===== src/rtl/u8d_pkg.sv =====
`default_nettype none
// ----------------------------------------------------------------------------
// u8d_pkg
// Shared types and constants for the UTF-8 stream decoder.
// ----------------------------------------------------------------------------
package u8d_pkg;

    localparam int BYTE_W      = 8;
    localparam int CP_W        = 21;
    localparam int BITS_W      = 7;
    localparam int CONT_BITS   = 6;
    localparam int OUT_DATA_W  = 24;
    localparam int QUEUE_DEPTH = 2;
    localparam int QPTR_W      = (QUEUE_DEPTH > 1) ? $clog2(QUEUE_DEPTH) : 1;
    localparam int QCNT_W      = $clog2(QUEUE_DEPTH + 1);

    localparam logic [BYTE_W-1:0] ASCII_MAX  = 8'h7F;
    localparam logic [BYTE_W-1:0] MASK_LEAD2 = 8'hE0;
    localparam logic [BYTE_W-1:0] CODE_LEAD2 = 8'hC0;
    localparam logic [BYTE_W-1:0] MASK_LEAD3 = 8'hF0;
    localparam logic [BYTE_W-1:0] CODE_LEAD3 = 8'hE0;
    localparam logic [BYTE_W-1:0] MASK_LEAD4 = 8'hF8;
    localparam logic [BYTE_W-1:0] CODE_LEAD4 = 8'hF0;
    localparam logic [BYTE_W-1:0] MASK_CONT  = 8'hC0;
    localparam logic [BYTE_W-1:0] CODE_CONT  = 8'h80;

    typedef enum logic [2:0] {
        K_ASCII,
        K_LEAD2,
        K_LEAD3,
        K_LEAD4,
        K_CONT,
        K_BAD
    } t_kind;

    typedef struct packed {
        t_kind             kind;
        logic [BITS_W-1:0] bits;
        logic              eos;
    } t_item;

    typedef struct packed {
        logic [CP_W-1:0] code_point;
        logic            error;
        logic            stream_done;
    } t_result;

endpackage
`default_nettype wire


===== src/rtl/u8d_front.sv =====
`default_nettype none
// ----------------------------------------------------------------------------
// u8d_front
// Classifies each input byte as ASCII, lead, continuation or invalid and
// extracts its payload bits.
// ----------------------------------------------------------------------------
module u8d_front (
    input  wire logic [u8d_pkg::BYTE_W-1:0] i_byte,
    input  wire logic                       i_eos,
    output u8d_pkg::t_item                  o_item
);
    import u8d_pkg::*;

    always_comb begin
        o_item.eos  = i_eos;
        o_item.bits = '0;
        if (i_byte <= ASCII_MAX) begin
            o_item.kind = K_ASCII;
            o_item.bits = i_byte[BITS_W-1:0];
        end else if ((i_byte & MASK_CONT) == CODE_CONT) begin
            o_item.kind = K_CONT;
            o_item.bits = {1'b0, i_byte[5:0]};
        end else if ((i_byte & MASK_LEAD2) == CODE_LEAD2) begin
            o_item.kind = K_LEAD2;
            o_item.bits = {2'b0, i_byte[4:0]};
        end else if ((i_byte & MASK_LEAD3) == CODE_LEAD3) begin
            o_item.kind = K_LEAD3;
            o_item.bits = {3'b0, i_byte[3:0]};
        end else if ((i_byte & MASK_LEAD4) == CODE_LEAD4) begin
            o_item.kind = K_LEAD4;
            o_item.bits = {4'b0, i_byte[2:0]};
        end else begin
            o_item.kind = K_BAD;
        end
    end

endmodule
`default_nettype wire


===== src/rtl/u8d_queue.sv =====
`default_nettype none
// ----------------------------------------------------------------------------
// u8d_queue
// Short queue of classified bytes between the front and back parts.
// ----------------------------------------------------------------------------
module u8d_queue (
    input  wire logic     i_clk,
    input  wire logic     i_rst_n,
    input  wire logic     i_push,
    input  wire u8d_pkg::t_item i_item,
    output logic          o_full,
    input  wire logic     i_pop,
    output logic          o_valid,
    output u8d_pkg::t_item o_item
);
    import u8d_pkg::*;

    t_item              r_mem [QUEUE_DEPTH];
    logic [QPTR_W-1:0]  r_wr_ptr;
    logic [QPTR_W-1:0]  r_rd_ptr;
    logic [QCNT_W-1:0]  r_count;
    logic               w_push;
    logic               w_pop;

    assign o_full  = (r_count == QCNT_W'(QUEUE_DEPTH));
    assign o_valid = (r_count != '0);
    assign o_item  = r_mem[r_rd_ptr];
    assign w_push  = i_push && !o_full;
    assign w_pop   = i_pop && o_valid;

    function automatic logic [QPTR_W-1:0] next_ptr(input logic [QPTR_W-1:0] p);
        logic [QPTR_W-1:0] q;
        if (p == QPTR_W'(QUEUE_DEPTH - 1)) begin
            q = '0;
        end else begin
            q = p + 1'b1;
        end
        return q;
    endfunction

    always_ff @(posedge i_clk) begin
        if (w_push) begin
            r_mem[r_wr_ptr] <= i_item;
        end
        if (!i_rst_n) begin
            r_wr_ptr <= '0;
            r_rd_ptr <= '0;
            r_count  <= '0;
        end else begin
            if (w_push) begin
                r_wr_ptr <= next_ptr(r_wr_ptr);
            end
            if (w_pop) begin
                r_rd_ptr <= next_ptr(r_rd_ptr);
            end
            if (w_push && !w_pop) begin
                r_count <= r_count + 1'b1;
            end else if (w_pop && !w_push) begin
                r_count <= r_count - 1'b1;
            end
        end
    end

`ifndef ASSERT_OFF
    a_count_bound: assert property (@(posedge i_clk) disable iff (!i_rst_n)
        r_count <= QCNT_W'(QUEUE_DEPTH))
        else $error("queue count exceeds depth");
    a_count_track: assert property (@(posedge i_clk) disable iff (!i_rst_n)
        (w_push && !w_pop) |=> (r_count == $past(r_count) + 1'b1))
        else $error("queue count did not follow a push");
`endif

endmodule
`default_nettype wire


===== src/rtl/u8d_back.sv =====
`default_nettype none
// ----------------------------------------------------------------------------
// u8d_back
// Sequence state and code point assembly, with a registered result stage.
// ----------------------------------------------------------------------------
module u8d_back (
    input  wire logic       i_clk,
    input  wire logic       i_rst_n,
    input  wire logic       i_valid,
    input  wire u8d_pkg::t_item i_item,
    output logic            o_ready,
    output logic            o_res_valid,
    output u8d_pkg::t_result o_res,
    input  wire logic       i_res_ready
);
    import u8d_pkg::*;

    logic [1:0]      r_pend;
    logic [CP_W-1:0] r_part;
    logic            r_out_valid;
    t_result         r_out;

    logic [1:0]      n_pend;
    logic [CP_W-1:0] n_part;
    logic            n_emit;
    t_result         n_res;
    logic            w_fire;
    logic [CP_W-1:0] w_shifted;
    logic [1:0]      w_pend_dec;

    assign o_ready     = !r_out_valid || i_res_ready;
    assign w_fire      = i_valid && o_ready;
    assign o_res_valid = r_out_valid;
    assign o_res       = r_out;
    assign w_shifted   = {r_part[CP_W-CONT_BITS-1:0], i_item.bits[CONT_BITS-1:0]};
    assign w_pend_dec  = r_pend - 1'b1;

    always_comb begin
        n_pend            = r_pend;
        n_part            = r_part;
        n_emit            = 1'b0;
        n_res.code_point  = '0;
        n_res.error       = 1'b1;
        n_res.stream_done = i_item.eos;
        if (r_pend == 2'd0) begin
            case (i_item.kind)
                K_ASCII: begin
                    n_emit           = 1'b1;
                    n_res.code_point = CP_W'(i_item.bits);
                    n_res.error      = 1'b0;
                end
                K_LEAD2, K_LEAD3, K_LEAD4: begin
                    if (i_item.eos) begin
                        n_emit = 1'b1;
                    end else begin
                        n_part = CP_W'(i_item.bits);
                        if (i_item.kind == K_LEAD2) begin
                            n_pend = 2'd1;
                        end else if (i_item.kind == K_LEAD3) begin
                            n_pend = 2'd2;
                        end else begin
                            n_pend = 2'd3;
                        end
                    end
                end
                default: begin
                    n_emit = 1'b1;
                end
            endcase
        end else if (i_item.kind != K_CONT) begin
            n_emit = 1'b1;
            n_pend = 2'd0;
            n_part = '0;
        end else if (w_pend_dec == 2'd0) begin
            n_emit           = 1'b1;
            n_res.code_point = w_shifted;
            n_res.error      = 1'b0;
            n_pend           = 2'd0;
            n_part           = '0;
        end else if (i_item.eos) begin
            n_emit = 1'b1;
            n_pend = 2'd0;
            n_part = '0;
        end else begin
            n_pend = w_pend_dec;
            n_part = w_shifted;
        end
    end

    always_ff @(posedge i_clk) begin
        if (w_fire && n_emit) begin
            r_out <= n_res;
        end
        if (!i_rst_n) begin
            r_pend      <= 2'd0;
            r_part      <= '0;
            r_out_valid <= 1'b0;
        end else begin
            if (w_fire) begin
                r_pend <= n_pend;
                r_part <= n_part;
            end
            if (o_ready) begin
                r_out_valid <= w_fire && n_emit;
            end
        end
    end

`ifndef ASSERT_OFF
    a_idle_clear: assert property (@(posedge i_clk) disable iff (!i_rst_n)
        (r_pend == 2'd0) |-> (r_part == '0))
        else $error("partial code point left over while idle");
    a_part_width: assert property (@(posedge i_clk) disable iff (!i_rst_n)
        ((r_pend == 2'd3) |-> (r_part[CP_W-1:3] == '0)) and
        ((r_pend == 2'd2) |-> (r_part[CP_W-1:9] == '0)) and
        ((r_pend == 2'd1) |-> (r_part[CP_W-1:15] == '0)))
        else $error("partial code point wider than the open sequence allows");
    a_error_zero: assert property (@(posedge i_clk) disable iff (!i_rst_n)
        (r_out_valid && r_out.error) |-> (r_out.code_point == '0))
        else $error("error result carries a code point");
    a_break_idle: assert property (@(posedge i_clk) disable iff (!i_rst_n)
        (w_fire && (r_pend != 2'd0) && (i_item.kind != K_CONT)) |=> (r_pend == 2'd0))
        else $error("broken sequence did not return to idle");
`endif

endmodule
`default_nettype wire


===== src/rtl/utf8_stream_decoder.sv =====
`default_nettype none
// ----------------------------------------------------------------------------
// utf8_stream_decoder
// Byte-serial UTF-8 decoder with a classifying front, a short queue and a
// decoding back part.
// ----------------------------------------------------------------------------
// Usage:
// Bytes enter on the s_axis channel, one per beat: tdata carries the byte and
// tlast marks the last byte of a stream. Results leave on the m_axis channel:
// tdata carries the 21-bit code point, tuser flags an error (bad lead byte,
// missing continuation byte or a sequence cut short by the end of the stream)
// and tlast repeats the end-of-stream mark of the byte that caused the result.
// Lead bytes that open a sequence and inner continuation bytes give no beat;
// every byte marked with tlast gives exactly one beat. Overlong forms and
// surrogates are passed on. Throughput is one byte per cycle while the receiver
// does not stall, set by the decode step in the back part. Each accepted byte is
// queued, and once the back part takes it, its result is registered for m_axis.
// A two-entry queue sits between the byte classifier and the decoder, so
// s_axis_tready stays high until that queue fills; when the receiver stalls,
// the registered result holds and the queue absorbs up to two more bytes.
// A synchronous active-low reset empties the queue, drops any pending result
// and returns the decoder to idle with no partial sequence.
// ----------------------------------------------------------------------------
module utf8_stream_decoder (
    input  wire logic                           i_clk,
    input  wire logic                           i_rst_n,
    input  wire logic                           s_axis_tvalid,
    output logic                                s_axis_tready,
    input  wire logic [u8d_pkg::BYTE_W-1:0]     s_axis_tdata,  // [7:0] byte_value
    input  wire logic                           s_axis_tlast,  // end_of_stream
    output logic                                m_axis_tvalid,
    input  wire logic                           m_axis_tready,
    output logic [u8d_pkg::OUT_DATA_W-1:0]      m_axis_tdata,  // [20:0] code_point
    output logic                                m_axis_tuser,  // error
    output logic                                m_axis_tlast   // stream_done
);
    import u8d_pkg::*;

    t_item   w_front_item;
    t_item   w_queue_item;
    logic    w_queue_full;
    logic    w_queue_valid;
    logic    w_back_ready;
    t_result w_res;

    assign s_axis_tready = !w_queue_full;

    u8d_front u_front (
        .i_byte (s_axis_tdata),
        .i_eos  (s_axis_tlast),
        .o_item (w_front_item)
    );

    u8d_queue u_queue (
        .i_clk   (i_clk),
        .i_rst_n (i_rst_n),
        .i_push  (s_axis_tvalid),
        .i_item  (w_front_item),
        .o_full  (w_queue_full),
        .i_pop   (w_back_ready),
        .o_valid (w_queue_valid),
        .o_item  (w_queue_item)
    );

    u8d_back u_back (
        .i_clk       (i_clk),
        .i_rst_n     (i_rst_n),
        .i_valid     (w_queue_valid),
        .i_item      (w_queue_item),
        .o_ready     (w_back_ready),
        .o_res_valid (m_axis_tvalid),
        .o_res       (w_res),
        .i_res_ready (m_axis_tready)
    );

    assign m_axis_tdata = {{(OUT_DATA_W - CP_W){1'b0}}, w_res.code_point};
    assign m_axis_tuser = w_res.error;
    assign m_axis_tlast = w_res.stream_done;

endmodule
`default_nettype wire

===== config.mk =====
export PLATFORM = sky130hd
export DESIGN_NAME = utf8_stream_decoder
export DESIGN_NICKNAME = d
export VERILOG_FILES = /design/src/rtl/u8d_pkg.sv /design/src/rtl/u8d_front.sv /design/src/rtl/u8d_queue.sv /design/src/rtl/u8d_back.sv /design/src/rtl/utf8_stream_decoder.sv
export SDC_FILE = /design/constraint.sdc
export NUM_CORES = 1
export LEC_CHECK = 0
export BUFFER_PORTS_ARGS = -buffer_cell sky130_fd_sc_hd__buf_4
export CAP_MARGIN = 20
export CORE_MARGIN = 5
export CORE_UTILIZATION = 45
export CTS_BUF_LIST = sky130_fd_sc_hd__clkbuf_2
export CTS_CLUSTER_DIAMETER = 60
export CTS_CLUSTER_SIZE = 24
export DETAILED_ROUTE_END_ITERATION = 6
export PLACE_DENSITY = 0.79
export SYNTH_ARGS = -nofsm -noshare
export SYNTH_HDL_FRONTEND = slang
export SYNTH_SLANG_ARGS = --single-unit

===== constraint.sdc =====
create_clock -name i_clk -period 2 [get_ports i_clk]
set_clock_uncertainty 0.15 [all_clocks]
set_input_delay 0.1 -clock i_clk [delete_from_list [all_inputs] [get_ports i_clk]]
set_output_delay 0.1 -clock i_clk [all_outputs]
set_load 0.01 [all_outputs]

== Word level (Yosys, flattened, before mapping) ==
Memories as Yosys holds them, arrays and structs flattened. A register that Yosys moved wholly into a read port is not among the register bits.
Index checks and enable logic that the tools add are counted.

* Reductions and logical operators: 17
* Eq/ne operators: 11
* Multiplexer cells: 37
* Add/subtract/negate cells: 5
* Magnitude comparators: 1

{| class="wikitable"
|+ Operator list
! cell !! number
|-
| $mux W15 || 6
|-
| $mux W22 || 3
|-
| $mux W10 || 4
|-
| $mux W2 || 9
|-
| $mux W1 || 12
|-
| $le A8 B7 Y1 const B || 1
|-
| $mux W8 || 1
|-
| $eq A3 B2 Y1 const B || 2
|-
| $mux W3 || 2
|-
| $eq A5 B5 Y1 const B || 1
|-
| $logic_and A1 B1 Y1 || 5
|-
| $eq A2 B2 Y1 const B || 2
|-
| $eq A4 B4 Y1 const B || 1
|-
| $logic_not A1 Y1 || 4
|-
| $logic_not A2 Y1 || 2
|-
| $ne A2 B2 Y1 const B || 2
|-
| $reduce_bool A2 Y1 || 2
|-
| $sub A2 B1 Y2 const B || 2
|-
| $eq A3 B1 Y1 const B || 1
|-
| $eq A3 B3 Y1 const B || 1
|-
| $logic_not A3 Y1 || 1
|-
| $ne A3 B3 Y1 const B || 1
|-
| $reduce_and A3 Y1 || 1
|-
| $reduce_or A3 Y1 || 1
|-
| 3 further kinds || 4
|}

* Output and inout bits: 28
* Register bits: 45
* Memories: 1
* RAM bits: 22

{| class="wikitable"
|+ Memories
! name !! depth !! bits a word !! rd ports !! clocked after Yosys merged registers in !! write ports !! RTL line !! text
|-
| u_queue.r_mem || 2 || 11 || 1 || 1 || 1 || u8d_queue.sv:18 || <nowiki>t_item r_mem [QUEUE_DEPTH];</nowiki>
|}

== Logic depth before layout (Yosys ltp) ==
* Depth after elaboration: 7
* Depth in mapped cells: 8
* Gate-level depth less buffers: 7

== Modules after synthesis ==
A second synthesis with hierarchy kept.

* Cell total of the unflattened synthesis: 225
* Area, all modules: 2931.6 sq um

{| class="wikitable"
|+ Modules (own cells, without submodules)
! module !! instances !! area an instance (sq um) !! cells an instance !! seq. area each (sq um)
|-
| u8d_back || 1 || 1773.0 || 145 || 1051.0
|-
| u8d_queue || 1 || 1026.0 || 59 || 760.7
|-
| u8d_front || 1 || 102.6 || 16 || 0.0
|-
| utf8_stream_decoder || 1 || 30.0 || 5 || 0.0
|}

== Worst setup path before layout ==
Ideal clock, no wire load.

* Path kind: register to register
* Start: reg u_back.r_pend[0]
* End: reg u_back.r_out, in the netlist u_back.o_res[0] (enable)
* Data arrival time: 1586 ps
* Path slack: -103 ps
* Cell stages (with the launch flop): 8
* Period minus slack after synthesis: 2103 ps
* Cell sequence: dfxtp_1 > inv_1 > ha_1 > clkbuf_1 > nor2_1 > o21ai_4 > o21a_2 > o21ba_2

* Longest elaborated chain between the ends: 6

{| class="wikitable"
|+ Ends and longest elaborated chain
! item !! RTL line !! text
|-
| from (decl) || u8d_back.sv:18 || <nowiki>logic [1:0] r_pend;</nowiki>
|-
| from (signal assigned) || u8d_back.sv:100 || <nowiki>r_pend <= n_pend;</nowiki>
|-
| $sub A2 B1 Y2 || u8d_back.sv:36 || <nowiki>assign w_pend_dec = r_pend - 1'b1;</nowiki>
|-
| $logic_not A2 Y1 || u8d_back.sv:74 || <nowiki>end else if (w_pend_dec == 2'd0) begin</nowiki>
|-
| $mux W1 || u8d_back.sv:74 ||
|-
| $mux W1 || u8d_back.sv:70 || <nowiki>end else if (i_item.kind != K_CONT) begin</nowiki>
|-
| $mux W1 (*) || u8d_back.sv:45 || <nowiki>if (r_pend == 2'd0) begin</nowiki>
|-
| $logic_and A1 B1 Y1 (*) || u8d_back.sv:91 || <nowiki>if (w_fire && n_emit) begin</nowiki>
|-
| to (signal assigned) || u8d_back.sv:92 || <nowiki>r_out <= n_res;</nowiki>
|-
| to (decl) || u8d_back.sv:21 || <nowiki>t_result r_out;</nowiki>
|}

Mark *: on every way between the ends. The rest lies on a longest branch, timed or not.
A chain may end at the register's enable or synchronous reset.

==> reports/results.txt <==
worst-skew pair later-pin latency: 490 ps
post-layout min period: 1840 ps
Top Ports: 41
GR Overflow Total: 0
postcts setup bufs: 0
Synth area leader: edfxtp_1
warnings from Yosys: 0
vias: 1829
R2R Setup Slk: 160 ps
final count of pins violating max slew: 0
CTS tree: done
Rows: 28
root buf cell: clkbuf_2
Synth top area share: 0.481
drt initial violations: 101
syn avg cell area: 13.2 sq um
distinct cell type count after synthesis: 48
most common cell in the synthesized netlist: edfxtp_1
Setup crit end kind: register
post-route ant nets: 0
H-tree levels: 3
Pre-Repair DR Iteration Count: 4
TritonCTS Buffers: 9
ys flop type: edfxtp_1
WL/cell: 14.3 um
Data arrival, critical path: 1890 ps
RSZ-0062 raised after global routing: no
GPL Wtd Cong: 0.855
EDFF count, synth: 45
HPWL after DPL: 3560 um
WP data required: 2050 ps
DRC: 0
Final nets: 301
Async SR Flop Fraction: 0
Max FO, Critical Path: 12
GRT Overall Usage: 0.142
first-pass GRT wire length: 8230 um
top post-synthesis cells by count: 45 x edfxtp_1, 23 x dfxtp_1, 19 x nor2_1
period utilization: 0.921
VDD IR-drop max: 0.618 mV
vias in the first global route: 1776
pin slew with the least headroom to its limit: 517 ps
Mapped Cells: 212
Slew HR: 0.655
Worst-path clk slew: 160 ps
Fin. Hold Viols: 0
Layout area overhead: 25.7%
post-synthesis sequential area ratio: 0.645
pre-CTS setup slack: 36.5 ps
leakage dissipation: 1.38 nW
largest net degree at the start of global routing: 25
Yosys reg bits: 68
status: finished clean
worst hold path startpoint: s_axis_tlast
max_cap viols: 0
drt total wl: 5210 um
DIE AREA: 0.00792 sq mm
Final Util: 0.589
Setup crit start: u_queue.r_mem[0][9]$_DFFE_PP_
Setup crit start kind: register
Via density: 5.01
PortBufs: 37
die height: 89.0 um
core area: 0.00599 sq mm
die width: 89.0 um
clock sinks: 68
P per Cell Area: 1290 mW/mm^2
Max Freq: 543 MHz
Total Neg Setup Slack: 0 ps
Setup WS post-layout: 158 ps
layout cells sized above 1: 0.290
initial antenna violation count: 0
Synth area leaders: edfxtp_1 48%, dfxtp_1 16%, and2_1 3.6%
Ant. Diodes: 0
Clock Tree Buf Depth: 2
RR Startpoint: u_queue.r_mem[0][9]$_DFFE_PP_
Initial Util: 0.469
HP Class: primary input to register
# setup viols final: 0
netlist area before placement: 0.00281 sq mm
critical path type: register to register
==> power breakdown <==
part	switching, mW	internal, mW
Sequential	0.154	1.94
Clock	0.468	0.294
Combinational	0.916	0.785
==> worst paths after layout <==
kind,endpoint,depth (start not counted)
setup / recovery,u_back.o_res[0]$_DFFE_PP_,4
hold reg to reg,u_back.r_part[4]$_SDFFE_PN0P_,2
setup reg to reg,u_back.o_res[0]$_DFFE_PP_,4
hold / removal,u_queue.r_mem[1][0]$_DFFE_PP_,2
==> sequential cells by signal (all words and copies together) (netlist names), named ones only <==
name	count
u_back.o_res	23
u_queue.r_mem	22
u_back.r_part	15
u_back.r_pend	2
u_queue.r_count	2
u_back.o_res_valid	1
u_queue.r_rd_ptr	1
u_queue.r_wr_ptr	1
==> routing by layer <==
metal / track usage / share of wire
met4: 0.0731 / 0.023
met1: 0.155 / 0.40
met3: 0.0535 / 0.059
met5: 0 / 0
met2: 0.242 / 0.51
==> logic make-up after synthesis <==
family / Yosys count / synth area share
AND/OR/NAND/NOR: 72 / 0.151
flip-flops: 68 / 0.645
AO/OA/AOI/OAI: 37 / 0.106
buffers and inverters: 18 / 0.0365
multiplexers: 9 / 0.0343
XOR/XNOR: 4 / 0.0125
adder cells (fa/ha/maj): 3 / 0.0134
other: 1 / 0.00134
==> layout by cell type, fill, tap and decap left out, types with 2 or more instances in the layout <==
cell           count
xor2_1             4
nor3_1             3
mux2i_1            7
a21boi_0           2
o21ai_0            2
clkbuf_2          11
nand2_1           10
edfxtp_1          45
a31oi_1            2
nor2b_1            5
o21ba_4            2
ha_1               3
nand3_1            2
conb_1             3
buf_4             53
nand2b_1           5
o32ai_1            6
inv_1              7
a22o_1             8
dlygate4sd3_1     16
and2_1            16
nor2_1            19
dfxtp_1           22
or3_1              3
a32oi_1            2
a21oi_1            5
==> repair_timing <==
action	in CTS	in global routing
gates resized for setup	0	3
endpoints found under the hold margin	37	0
hold buffers	16	0
setup endpoints to repair	0	25
==> cell type report <==
type / count / area (sq um)
timing repair buffer: 69 / 558
multi-input combinational: 129 / 927
sequential: 68 / 1810
fill: 487 / 2460
tap: 75 / 93.8
clock buffer: 11 / 55.1
inverter: 8 / 30.0
clock inverter: 5 / 52.6
==> worst max-delay path, cell delays in order, from the launching register on <==
cell	delay (ps)
edfxtp_1	430
or3_1	380
o21ai_1	120
o21a_2	220
o21ba_4	260
==> metrics by stage <==
stage	hold WS (ps)	power (mW)	std cells	cell area [sq um]
2_1_floorplan	48.9	3.09	214	2820
3_3_place_gp	137	3.69	332	3240
3_5_place_dp	141	3.75	332	3240
4_1_cts	144	4.53	364	3510
5_1_grt	127	4.85	365	3530
6_report	190	4.56	365	3530
Note: power is estimated with default switching activity, not from simulation.
